`config.mk`:
```
export PLATFORM = sky130hd
export DESIGN_NAME = duration_text_to_milliseconds
export DESIGN_NICKNAME = d
export VERILOG_FILES = /design/src/rtl/core/dtm_pkg.sv /design/src/rtl/core/dtm_fifo.sv /design/src/rtl/core/dtm_front.sv /design/src/rtl/core/dtm_back.sv /design/src/rtl/core/duration_text_to_milliseconds.sv
export SDC_FILE = /design/constraint.sdc
export NUM_CORES = 1
export LEC_CHECK = 0
export ABC_AREA = 1
export BUFFER_PORTS_ARGS = -buffer_cell sky130_fd_sc_hd__buf_2
export CAP_MARGIN = 15
export CORE_ASPECT_RATIO = 0.8
export CORE_MARGIN = 4
export CORE_UTILIZATION = 54
export DETAILED_ROUTE_END_ITERATION = 10
export PLACE_DENSITY = 0.81
export SLEW_MARGIN = 10
export SYNTH_ARGS = -nofsm -noshare
export SYNTH_HDL_FRONTEND = slang
export SYNTH_HIERARCHICAL = 1
export SYNTH_SLANG_ARGS = --single-unit
```
`constraint.sdc`:
```
create_clock -name clk -period 16.4 [get_ports clk]
set_clock_uncertainty 0.1 [all_clocks]
set_input_delay 3.28 -clock clk [delete_from_list [all_inputs] [get_ports clk]]
set_output_delay 3.28 -clock clk [all_outputs]
set_load 0.1 [all_outputs]
```
`src/rtl/core/dtm_pkg.sv`:
```
// Shared types, character codes and command codes for the duration line parser.
// Used by dtm_front, dtm_back and the top level duration_text_to_milliseconds.
package dtm_pkg;

  // Default width of the saturating time arithmetic.
  localparam int DEFAULT_TIME_BITS = 31;
  // Default depth of the internal queues (power of two, at least two).
  localparam int DEFAULT_QUEUE_DEPTH = 2;

  // Width of the emitted total.
  localparam int TOTAL_W = 31;

  // Character codes.
  localparam logic [7:0] CHAR_ZERO    = 8'd48;
  localparam logic [7:0] CHAR_NINE    = 8'd57;
  localparam logic [7:0] CHAR_DASH    = 8'h2d;
  localparam logic [7:0] CHAR_NEWLINE = 8'h0a;
  localparam logic [7:0] CHAR_SPACE   = 8'h20;
  localparam logic [7:0] CHAR_H       = 8'h68;
  localparam logic [7:0] CHAR_M       = 8'h6d;
  localparam logic [7:0] CHAR_S       = 8'h73;

  // Unit scale factors in milliseconds.
  localparam logic [63:0] MS_PER_S    = 64'd1000;
  localparam logic [63:0] MS_PER_MIN  = 64'd60 * 64'd1000;
  localparam logic [63:0] MS_PER_HOUR = 64'd60 * 64'd60 * 64'd1000;

  // Command codes from the classifier to the execution side.
  localparam logic [2:0] OP_DIGIT   = 3'd0;
  localparam logic [2:0] OP_UNIT    = 3'd1;
  localparam logic [2:0] OP_SPACE   = 3'd2;
  localparam logic [2:0] OP_NEWLINE = 3'd3;
  localparam logic [2:0] OP_EXIT    = 3'd4;

  // One classified character.
  typedef struct packed {
    logic [2:0] op;
    logic [7:0] arg;
  } dtm_cmd_t;

  // One result item.
  typedef struct packed {
    logic [TOTAL_W-1:0] total_ms;
    logic               exit_request;
  } dtm_res_t;

endpackage

```
`src/rtl/core/dtm_fifo.sv`:
```
// Small first-in first-out queue of registers used between the parser stages.
// Generic; depends on nothing else.
module dtm_fifo #(
  parameter int WIDTH = 8,
  parameter int DEPTH = 2
) (
  input  logic             clk,
  input  logic             rst_n,
  input  logic             push,
  input  logic [WIDTH-1:0] push_data,
  output logic             full,
  input  logic             pop,
  output logic [WIDTH-1:0] pop_data,
  output logic             empty
);

  localparam int AW = (DEPTH > 1) ? $clog2(DEPTH) : 1;
  localparam int CW = $clog2(DEPTH + 1);

  logic [WIDTH-1:0] mem_r [DEPTH];
  logic [AW-1:0]    wr_ptr_r, wr_ptr_nxt;
  logic [AW-1:0]    rd_ptr_r, rd_ptr_nxt;
  logic [CW-1:0]    count_r, count_nxt;
  logic             do_push, do_pop;

  assign full     = (count_r == CW'(DEPTH));
  assign empty    = (count_r == '0);
  assign do_push  = push && !full;
  assign do_pop   = pop && !empty;
  assign pop_data = mem_r[rd_ptr_r];

  // Pointer and fill count update; pointers wrap since the depth is a power of two.
  always_comb begin
    wr_ptr_nxt = do_push ? wr_ptr_r + AW'(1) : wr_ptr_r;
    rd_ptr_nxt = do_pop ? rd_ptr_r + AW'(1) : rd_ptr_r;
    count_nxt  = count_r;
    if (do_push && !do_pop) begin
      count_nxt = count_r + CW'(1);
    end else if (do_pop && !do_push) begin
      count_nxt = count_r - CW'(1);
    end
  end

  always_ff @(posedge clk) begin
    if (!rst_n) begin
      wr_ptr_r <= '0;
      rd_ptr_r <= '0;
      count_r  <= '0;
    end else begin
      wr_ptr_r <= wr_ptr_nxt;
      rd_ptr_r <= rd_ptr_nxt;
      count_r  <= count_nxt;
    end
  end

  // Storage needs no reset.
  always_ff @(posedge clk) begin
    if (do_push) begin
      mem_r[wr_ptr_r] <= push_data;
    end
  end

endmodule

```
`src/rtl/core/dtm_front.sv`:
```
// Front end of the duration parser: accepts characters and classifies them.
// Depends on dtm_pkg for character and command codes.
module dtm_front
  import dtm_pkg::*;
(
  input  logic       clk,
  input  logic       rst_n,
  input  logic       in_push,
  input  logic [7:0] in_char_code,
  output logic       in_full,
  output logic       cmd_push,
  output dtm_cmd_t   cmd,
  input  logic       cmd_full
);

  logic at_start_r, at_start_nxt;

  assign in_full  = cmd_full;
  assign cmd_push = in_push && !cmd_full;

  // Classify the character; a dash is an exit only as the first character of a line.
  always_comb begin
    cmd.arg = in_char_code;
    if (at_start_r && (in_char_code == CHAR_DASH)) begin
      cmd.op = OP_EXIT;
    end else begin
      case (in_char_code) inside
        CHAR_NEWLINE: cmd.op = OP_NEWLINE;
        CHAR_SPACE:   cmd.op = OP_SPACE;
        [CHAR_ZERO:CHAR_NINE]: begin
          cmd.op  = OP_DIGIT;
          cmd.arg = in_char_code - CHAR_ZERO;
        end
        default:      cmd.op = OP_UNIT;
      endcase
    end
  end

  // Line start tracking: a newline or exit begins a new line, anything else ends it.
  always_comb begin
    at_start_nxt = at_start_r;
    if (cmd_push) begin
      at_start_nxt = (cmd.op == OP_NEWLINE) || (cmd.op == OP_EXIT);
    end
  end

  always_ff @(posedge clk) begin
    if (!rst_n) begin
      at_start_r <= 1'b1;
    end else begin
      at_start_r <= at_start_nxt;
    end
  end

endmodule

```
`src/rtl/core/dtm_back.sv`:
```
// Back end of the duration parser: executes classified characters and builds totals.
// Depends on dtm_pkg for command codes, scale factors and the result type.
module dtm_back
  import dtm_pkg::*;
#(
  parameter int TIME_BITS = DEFAULT_TIME_BITS
) (
  input  logic     clk,
  input  logic     rst_n,
  input  logic     cmd_empty,
  input  dtm_cmd_t cmd,
  output logic     cmd_pop,
  input  logic     res_full,
  output logic     res_push,
  output dtm_res_t res
);

  localparam logic [63:0]          MAXV64    = (64'd1 << TIME_BITS) - 64'd1;
  localparam logic [TIME_BITS-1:0] MAXV      = MAXV64[TIME_BITS-1:0];
  localparam logic [TIME_BITS-1:0] MAX_DIV10 = TIME_BITS'(MAXV64 / 64'd10);

  // Pending number kept alongside its saturated scaled forms.
  logic [TIME_BITS-1:0] num_r, num_nxt;
  logic [TIME_BITS-1:0] sec_r, sec_nxt;
  logic [TIME_BITS-1:0] min_r, min_nxt;
  logic [TIME_BITS-1:0] hr_r, hr_nxt;
  logic [TIME_BITS-1:0] total_r, total_nxt;
  logic [7:0]           letter_r, letter_nxt;
  logic [1:0]           ulen_r, ulen_nxt;

  logic                 makes_result;
  logic [TIME_BITS-1:0] conv;
  logic [TIME_BITS:0]   sum;
  logic [TIME_BITS-1:0] added;
  logic [63:0]          added_wide;
  logic [3:0]           digit;

  // One decimal step of a scaled track: min(10 * t + d * k, MAXV).
  function automatic logic [TIME_BITS-1:0] track_step(input logic [TIME_BITS-1:0] t,
                                                      input logic [3:0] d,
                                                      input logic [63:0] k);
    logic [63:0]          dk;
    logic [TIME_BITS-1:0] dk_sat;
    logic [TIME_BITS-1:0] times10;
    logic [TIME_BITS:0]   acc;
    dk      = {60'd0, d} * k;
    dk_sat  = (dk > MAXV64) ? MAXV : dk[TIME_BITS-1:0];
    times10 = (t << 3) + (t << 1);
    if (t > MAX_DIV10) begin
      return MAXV;
    end
    acc = {1'b0, times10} + {1'b0, dk_sat};
    return acc[TIME_BITS] ? MAXV : acc[TIME_BITS-1:0];
  endfunction

  assign makes_result = (cmd.op == OP_NEWLINE) || (cmd.op == OP_EXIT);
  assign cmd_pop      = !cmd_empty && !(makes_result && res_full);
  assign res_push     = cmd_pop && makes_result;
  assign digit        = cmd.arg[3:0];

  // Unit conversion picks the matching scaled track.
  always_comb begin
    conv = num_r;
    if (ulen_r == 2'd1) begin
      case (letter_r)
        CHAR_H:  conv = hr_r;
        CHAR_M:  conv = min_r;
        CHAR_S:  conv = sec_r;
        default: conv = num_r;
      endcase
    end
  end

  // Saturating add of the converted number to the line total.
  assign sum        = {1'b0, total_r} + {1'b0, conv};
  assign added      = sum[TIME_BITS] ? MAXV : sum[TIME_BITS-1:0];
  assign added_wide = 64'(added);

  always_comb begin
    res.total_ms     = (cmd.op == OP_EXIT) ? '0 : added_wide[TOTAL_W-1:0];
    res.exit_request = (cmd.op == OP_EXIT);
  end

  // State update for the command being executed.
  always_comb begin
    num_nxt    = num_r;
    sec_nxt    = sec_r;
    min_nxt    = min_r;
    hr_nxt     = hr_r;
    total_nxt  = total_r;
    letter_nxt = letter_r;
    ulen_nxt   = ulen_r;
    if (cmd_pop) begin
      case (cmd.op)
        OP_DIGIT: begin
          num_nxt = track_step(num_r, digit, 64'd1);
          sec_nxt = track_step(sec_r, digit, MS_PER_S);
          min_nxt = track_step(min_r, digit, MS_PER_MIN);
          hr_nxt  = track_step(hr_r, digit, MS_PER_HOUR);
        end
        OP_UNIT: begin
          if (ulen_r == 2'd0) begin
            letter_nxt = cmd.arg;
          end
          if (ulen_r != 2'd3) begin
            ulen_nxt = ulen_r + 2'd1;
          end
        end
        OP_SPACE: begin
          total_nxt  = added;
          num_nxt    = '0;
          sec_nxt    = '0;
          min_nxt    = '0;
          hr_nxt     = '0;
          letter_nxt = '0;
          ulen_nxt   = '0;
        end
        OP_NEWLINE, OP_EXIT: begin
          total_nxt  = '0;
          num_nxt    = '0;
          sec_nxt    = '0;
          min_nxt    = '0;
          hr_nxt     = '0;
          letter_nxt = '0;
          ulen_nxt   = '0;
        end
        default: begin
          total_nxt = total_r;
        end
      endcase
    end
  end

  always_ff @(posedge clk) begin
    if (!rst_n) begin
      num_r    <= '0;
      sec_r    <= '0;
      min_r    <= '0;
      hr_r     <= '0;
      total_r  <= '0;
      letter_r <= '0;
      ulen_r   <= '0;
    end else begin
      num_r    <= num_nxt;
      sec_r    <= sec_nxt;
      min_r    <= min_nxt;
      hr_r     <= hr_nxt;
      total_r  <= total_nxt;
      letter_r <= letter_nxt;
      ulen_r   <= ulen_nxt;
    end
  end

endmodule

```
`src/rtl/core/duration_text_to_milliseconds.sv`:
```
// Top level of the duration line parser: front end, command queue, back end, result queue.
// Depends on dtm_pkg, dtm_fifo, dtm_front and dtm_back.
//
//   Port group  Direction  Handshake          Content
//   in_*        input      in_push / in_full  one ASCII character per item
//   out_*       output     out_pop / out_empty line total in ms and exit flag
//
// One character is taken per clock cycle when no side stalls.
// A result passes from the command queue through the back end into the registered result
// queue after its newline or dash is taken. The back end's saturating add and decimal step
// are combinational and run once per queued command.
// Reset is synchronous and active low; the first character after it starts a line.
// A stalled output fills the result queue and then the command queue before in_full rises.
module duration_text_to_milliseconds
  import dtm_pkg::*;
#(
  parameter int TIME_BITS   = DEFAULT_TIME_BITS,
  parameter int QUEUE_DEPTH = DEFAULT_QUEUE_DEPTH
) (
  input  logic               clk,
  input  logic               rst_n,
  input  logic               in_push,
  input  logic [7:0]         in_char_code,
  output logic               in_full,
  input  logic               out_pop,
  output logic               out_empty,
  output logic [TOTAL_W-1:0] out_total_ms,
  output logic               out_exit_request
);

  dtm_cmd_t cmd_in, cmd_out;
  dtm_res_t res_in, res_out;
  logic     cmd_push, cmd_full, cmd_pop, cmd_empty;
  logic     res_push, res_full;

  // Character classification.
  dtm_front u_front (
    .clk          (clk),
    .rst_n        (rst_n),
    .in_push      (in_push),
    .in_char_code (in_char_code),
    .in_full      (in_full),
    .cmd_push     (cmd_push),
    .cmd          (cmd_in),
    .cmd_full     (cmd_full)
  );

  // Queue of classified characters.
  dtm_fifo #(
    .WIDTH ($bits(dtm_cmd_t)),
    .DEPTH (QUEUE_DEPTH)
  ) u_cmd_fifo (
    .clk       (clk),
    .rst_n     (rst_n),
    .push      (cmd_push),
    .push_data (cmd_in),
    .full      (cmd_full),
    .pop       (cmd_pop),
    .pop_data  (cmd_out),
    .empty     (cmd_empty)
  );

  // Number building, unit conversion and line totals.
  dtm_back #(
    .TIME_BITS (TIME_BITS)
  ) u_back (
    .clk       (clk),
    .rst_n     (rst_n),
    .cmd_empty (cmd_empty),
    .cmd       (cmd_out),
    .cmd_pop   (cmd_pop),
    .res_full  (res_full),
    .res_push  (res_push),
    .res       (res_in)
  );

  // Queue of finished results.
  dtm_fifo #(
    .WIDTH ($bits(dtm_res_t)),
    .DEPTH (QUEUE_DEPTH)
  ) u_res_fifo (
    .clk       (clk),
    .rst_n     (rst_n),
    .push      (res_push),
    .push_data (res_in),
    .full      (res_full),
    .pop       (out_pop),
    .pop_data  (res_out),
    .empty     (out_empty)
  );

  assign out_total_ms     = res_out.total_ms;
  assign out_exit_request = res_out.exit_request;

  // The back end never offers a result to a full result queue.
  a_res_no_overflow: assert property (@(posedge clk) disable iff (!rst_n)
    res_push |-> !res_full)
    else $error("result pushed into a full queue");

  // An accepted character is waiting in the command queue on the next cycle.
  a_cmd_queued: assert property (@(posedge clk) disable iff (!rst_n)
    (in_push && !in_full) |=> !cmd_empty)
    else $error("accepted item missing from the command queue");

  // An exit result always carries a zero total.
  a_exit_zero: assert property (@(posedge clk) disable iff (!rst_n)
    (!out_empty && out_exit_request) |-> (out_total_ms == '0))
    else $error("exit result with a nonzero total");

  // Commands are only executed when one is waiting.
  a_pop_valid: assert property (@(posedge clk) disable iff (!rst_n)
    cmd_pop |-> !cmd_empty)
    else $error("command executed from an empty queue");

endmodule
```
# Word-level counts from Yosys, hierarchy flattened
# Memory sizes are Yosys's and may differ from the RTL's. A register that Yosys moved wholly into a read port is not among the register bits.
# Cells that the tools add are included.
op_classes:
  eq_ne: 18
  n_mul: 3
  order_cmp: 6
  n_reduce_logical: 40
  mux: 57
  addsub: 19
ops:
  columns: ["operator", "count"]
  rows:
  - ["31-bit two-way mux", 15]
  - ["31-bit one-hot mux with 2 select lines", 5]
  - ["31-bit adder", 4]
  - ["31-bit by 28-bit > comparator with 1-bit output, second input constant", 4]
  - ["31-bit one-hot mux with 3 select lines", 1]
  - ["8-bit two-way mux", 5]
  - ["31-bit by 14-bit adder with 32-bit output", 1]
  - ["31-bit by 20-bit adder with 32-bit output", 1]
  - ["31-bit by 26-bit adder with 32-bit output", 1]
  - ["31-bit by 31-bit adder with 32-bit output", 1]
  - ["31-bit by 4-bit adder with 32-bit output", 1]
  - ["8-bit by 7-bit == test with 1-bit output, second input constant", 3]
  - ["1-bit two-way mux", 21]
  - ["4-bit by 15-bit multiplier with 19-bit output, second input constant", 1]
  - ["8-bit by 6-bit == test with 1-bit output, second input constant", 2]
  - ["8-bit one-hot mux with 2 select lines", 1]
  - ["4-bit by 11-bit multiplier with 15-bit output, second input constant", 1]
  - ["1-bit logical AND", 14]
  - ["2-bit two-way mux", 6]
  - ["4-bit by 7-bit multiplier with 11-bit output, second input constant", 1]
  - ["2-bit nonzero test", 5]
  - ["3-bit by 2-bit == test with 1-bit output, second input constant", 3]
  - ["1-bit zero test", 9]
  - ["8-bit by 4-bit == test with 1-bit output, second input constant", 1]
  - ["21 further kinds", 36]
word_totals:
  elab_cells: 159
  mem_bits_rw: 86
  n_memories: 2
  inputBits: 12
  regBits: 174
mem_list:
  columns: ["name", "words", "word_bits", "rd", "rd_ports_with_merged_regs", "write_ports", "line_no", "rtl"]
  rows:
  - ["u_res_fifo.mem_r", 2, 32, 1, 1, 1, "dtm_fifo.sv:20", "logic [WIDTH-1:0] mem_r [DEPTH];"]
  - ["u_cmd_fifo.mem_r", 2, 11, 1, 1, 1, "dtm_fifo.sv:20", null]

# Longest topological paths before layout
depth:
  ltp_word: 11
  ltp_mapped: 33
  depth_no_buf: 32

# Cells and area by module
# The synthesis kept the hierarchy.
by_module_without_submodules:
  columns: ["module", "cells_per_inst", "instances", "area_per_inst_um2", "seq_area_each_um2"]
  rows:
  - ["dtm_back", 3743, 1, 22146.2, 3303.2]
  - ["dtm_fifo at u_res_fifo", 138, 1, 2711.4, 2021.9]
  - ["dtm_fifo at u_cmd_fifo", 72, 1, 1039.7, 760.7]
  - ["dtm_front", 63, 1, 331.6, 20.0]

# Worst setup path before layout
# Ideal clock, no wire load.
synth_timing:
  path_type: "register to register"
  startpoint: "register (tool-made name)"
  endpoint: "register u_back.hr_r[27]"
  setup_time_ns: 0.110
  stages_incl_launch_ff: 30
  slack_ns: 11.252
  n_path_buf: 3
  synth_period_minus_slack_ns: 5.148
  t_arrival_ns: 4.938
  cell_sequence: "dfxtp_1 -> buf_4 -> mux2_2 -> fa_1 -> fa_1 -> ha_1 -> clkbuf_1 -> nand2_1 -> nor2_1 -> a21oi_1 -> o21ai_0 -> nand3_1 -> nand2_1 -> nand3_1 -> nand2_1 -> xor2_1 -> ha_1 -> a21oi_1 -> o21ai_0 -> a21oi_1 -> nand3_1 -> nand3_1 -> nand2_1 -> nand2_1 -> nand2_1 -> nand2_1 -> buf_2 -> nand3_1 -> nand2_1 -> inv_1"
synth_rtl:
  columns: ["element", "line_no", "rtl"]
  rows:
  - ["end signal, assigned", "dtm_back.sv:147", "hr_r <= hr_nxt;"]
  - ["end, declared", "dtm_back.sv:26", "logic [TIME_BITS-1:0] hr_r, hr_nxt;"]

# Final worst setup path
layout_timing:
  startpoint: "register u_back.letter_r[7]"
  endpoint: "register u_back.total_r[2]"
layout_between:
  elab_chain_len: 6
  word_cells_on_any_way: 8
  cone_classes: "add/sub (1); eq/ne (3); mux (4)"
layout_lines:
  columns: ["element", "line_no", "rtl"]
  rows:
  - ["start, declared", "dtm_back.sv:28", "logic [7:0] letter_r, letter_nxt;"]
  - ["start signal, assigned", "dtm_back.sv:149", "letter_r <= letter_nxt;"]
  - ["8-bit by 7-bit == test with 1-bit output", "dtm_back.sv:65", "case (letter_r)"]
  - ["31-bit one-hot mux with 3 select lines (*)", "dtm_back.sv:65", null]
  - ["31-bit two-way mux (*)", "dtm_back.sv:64", "if (ulen_r == 2'd1) begin"]
  - ["31-bit by 31-bit adder with 32-bit output (*)", "dtm_back.sv:75", "assign sum = {1'b0, total_r} + {1'b0, conv};"]
  - ["31-bit two-way mux (*)", "dtm_back.sv:76", "assign added = sum[TIME_BITS] ? MAXV : sum[TIME_BITS-1:0];"]
  - ["31-bit one-hot mux with 2 select lines (*)", "dtm_back.sv:94", "case (cmd.op)"]
  - ["end signal, assigned", "dtm_back.sv:148", "total_r <= total_nxt;"]
  - ["end, declared", "dtm_back.sv:27", "logic [TIME_BITS-1:0] total_r, total_nxt;"]
# Every way passes the cells marked *; elsewhere a longest branch is shown, timed or not.
# A chain may end at the register's enable or synchronous reset.

==> results.toml <==
[drt]
wirelength_um = 83140
drc = 0
wl_per_cell_um = 17.87
drtAntennaViolNets = 0
vias = 27520
drtIter0Drc = 3501
viasPerCell = 5.914
firstDrtPassIters = 7

[sta]
hold_violations = 0
rsz0062_at_grt = "no"
fin_setup_tns_ns = 0
slew_headroom_pct = 23.98
slew_viol_final = 0
fin_crit_sh_pct = 41.94
fmax_mhz = 145.4
tightest_slew_ns = 1.137
final.setup.worst_slack_ns = 9.522
period_minus_slack_ns = 6.878
setup_viol = 0

[placement]
post-place-ws_ns = 9.785
dp_hpwl_um = 65840
gp_congestion = 1.023
port_buffers = 45

[final_layout]
register_area_sq_um = 6107
fin_nets = 4272
drive_gt1_share_pct = 5.827
multi_input_comb_area_sq_um = 17870
utilization_pct = 58.68
area_growth_pct = 6.320
fillCellCount = 4469
insertedDiodeCount = 0
layout_common_cells = "1161 x nand2_1, 461 x inv_1, 386 x a21oi_1"
final_common_cell = "nand2_1"

[critical_path]
endpoint_kind = "register"
start_kind = "register"
critical_path_required_ns = 16.81
path_max_fanout = 41
crit_type = "reg2reg"
cp.arrival_ns = 7.29

[global_route]
grt_pass1_wl_um = 132100
antenna_found_initial = 0
grtUsageTotal_pct = 31.03
grt-ovfl-total = 0
grt_pass1_vias = 24630
grt.busiest_layer = "met1"
grt_max_degree = 84
met1_usage_pct = 47.66
globalRouteMet3Util_pct = 5.864
met2_usage_pct = 44.29

[floorplanning]
die_x_um = 254.4
io_pins = 46
dieHeight_um = 205.1
num_rows = 71
dieArea_sq_um = 52180
coreArea_sq_um = 47530
start_util_pct = 55.19

[yosys]
synth_seq_area_share_pct = 23.28
synth-async-reset-ratio_pct = 0
syn_area_sq_um = 26230
synth_cell_types = 64
synthCells = 4016
synth_nets = 4278
synthFlopType = "dfxtp_1"
avgSynthCellArea_sq_um = 6.531
synth-seq-cells = 262
synth_edf_count = 86
yosys_warnings = 6

[clocking]
cts_buffers = 29
clkSlewWorstSetupHoldPaths_ns = 0.06
cts_tree = "done"
cts_sinks = 262
cts_hold_buf = 0
cts_setup_buffers = 0
clk_latency_ns = 0.60
h-tree-depth = 1
post_cts_resized = 0
clockBufferDepth = 3
cts_root_buf = "clkbuf_16"

[outcome]
status = "complete, no violations"

[hold_path]
hold_path_class = "reg2reg"

[job]
drv_cap = 0

[pwr]
vdd_drop_max_mv = 0.3113
leakagePower_nw = 13.01
power_density_nw_per_um2 = 197.2
## cells by family after synthesis
logic type | count (synthesis) | share of synthesized area [%]
muxes | 43 | 2.275
AOI/OAI and AO/OA | 770 | 16.37
and+or+nand+nor | 1966 | 31.77
DFF | 262 | 23.28
buffers and inverters | 572 | 8.677
adders and majority gates | 250 | 12.50
xor gates and xnor gates | 153 | 5.138
## final timing paths
check,from,to,slack (ns),cells after the start
worst min-delay path,u_back/total_r[13]$_SDFFE_PN0P_,u_back/total_r[13]$_SDFFE_PN0P_,0.37,2
worst max register to register,u_back/letter_r[7]$_SDFFE_PN0P_,u_back/total_r[2]$_SDFFE_PN0P_,9.52,23
worst max-delay path,u_back/letter_r[7]$_SDFFE_PN0P_,u_back/total_r[2]$_SDFFE_PN0P_,9.52,23
worst min register to register,u_back/total_r[13]$_SDFFE_PN0P_,u_back/total_r[13]$_SDFFE_PN0P_,0.37,2
## final cells by class
class,instances,area share [%]
Inverter,479,6.456
Sequential cell,262,21.90
Clock buffer,30,2.692
Clock inverter,24,0.9961
Timing Repair Buffer,56,1.104
Tap cell,620,2.782
Multi-Input combinational cell,3182,64.07
## per-stage QoR
step	instance area, sq um	hold slack (ns)	power (mW)	std cells
floorplan	26230	0.3363	3.726	4016
global placement	26860	0.3542	4.622	4599
detailed placement	26860	0.3640	4.655	4599
CTS	27890	0.3740	5.385	4653
global route	27890	0.3913	5.915	4653
finish	27890	0.3727	5.498	4653
## metal layers
layer  wire length, um  part of all wire [%]
met5                 0                     0
met1             38080                    46
met3             10230                    12
met2             32490                    39
met4              2338                   2.8
## cells in the mapped netlist (all sizes together), types with 15 or more instances
master  number  area share (%)
nor3        61             1.2
buf         42             1.1
o21bai      22            0.63
a211oi      15            0.43
nor2       359             5.5
xnor2       46             1.5
edfxtp      86             9.8
inv        475             6.8
nand2     1174              17
mux2        43             2.3
fa          20             1.5
nand4       84             2.1
xor2       107             3.6
a31oi       46             1.1
clkbuf      51            0.73
nand3      237             4.7
a22oi       26            0.74
dfxtp      176              13
ha         230              11
o21ai      202             3.9
a21oi      389             7.5
## flip-flops by register name, indices dropped and copies added, names as in the netlist, 8 cells and up, named ones only
name / flops
u_back/hr_r: 31
u_back/total_r: 31
u_back/min_r: 31
u_cmd_fifo/mem_r: 22
u_back/sec_r: 31
u_back/letter_r: 8
u_res_fifo/mem_r: 64
u_back/num_r: 31
## critical path, stage by stage (launching register included)
cell	delay (ns)
dfxtp_1	0.30
inv_1	0.07
nand2_1	0.06
nor3_1	0.39
nand2_1	0.50
nand3_1	0.23
nand2_1	0.44
inv_1	0.99
a41oi_1	0.34
ha_1	0.45
nand3_1	0.09
nand3_1	0.14
nand3_1	0.09
nand2_1	0.11
nand2_1	0.06
o211ai_1	0.16
nand2_1	0.08
nand2_1	0.13
nand4_1	0.09
nand2_1	0.64
clkinv_1	0.78
o21ai_0	0.33
nand2_1	0.08
a21oi_1	0.15
## report_power, final
part,internal (mW),switching [mW],leakage [nW]
combinational,1.28,2.60,10.3
clock,0.403,0.299,0.490
sequential,0.771,0.149,2.22
Note: power is estimated with default switching activity, not from simulation.
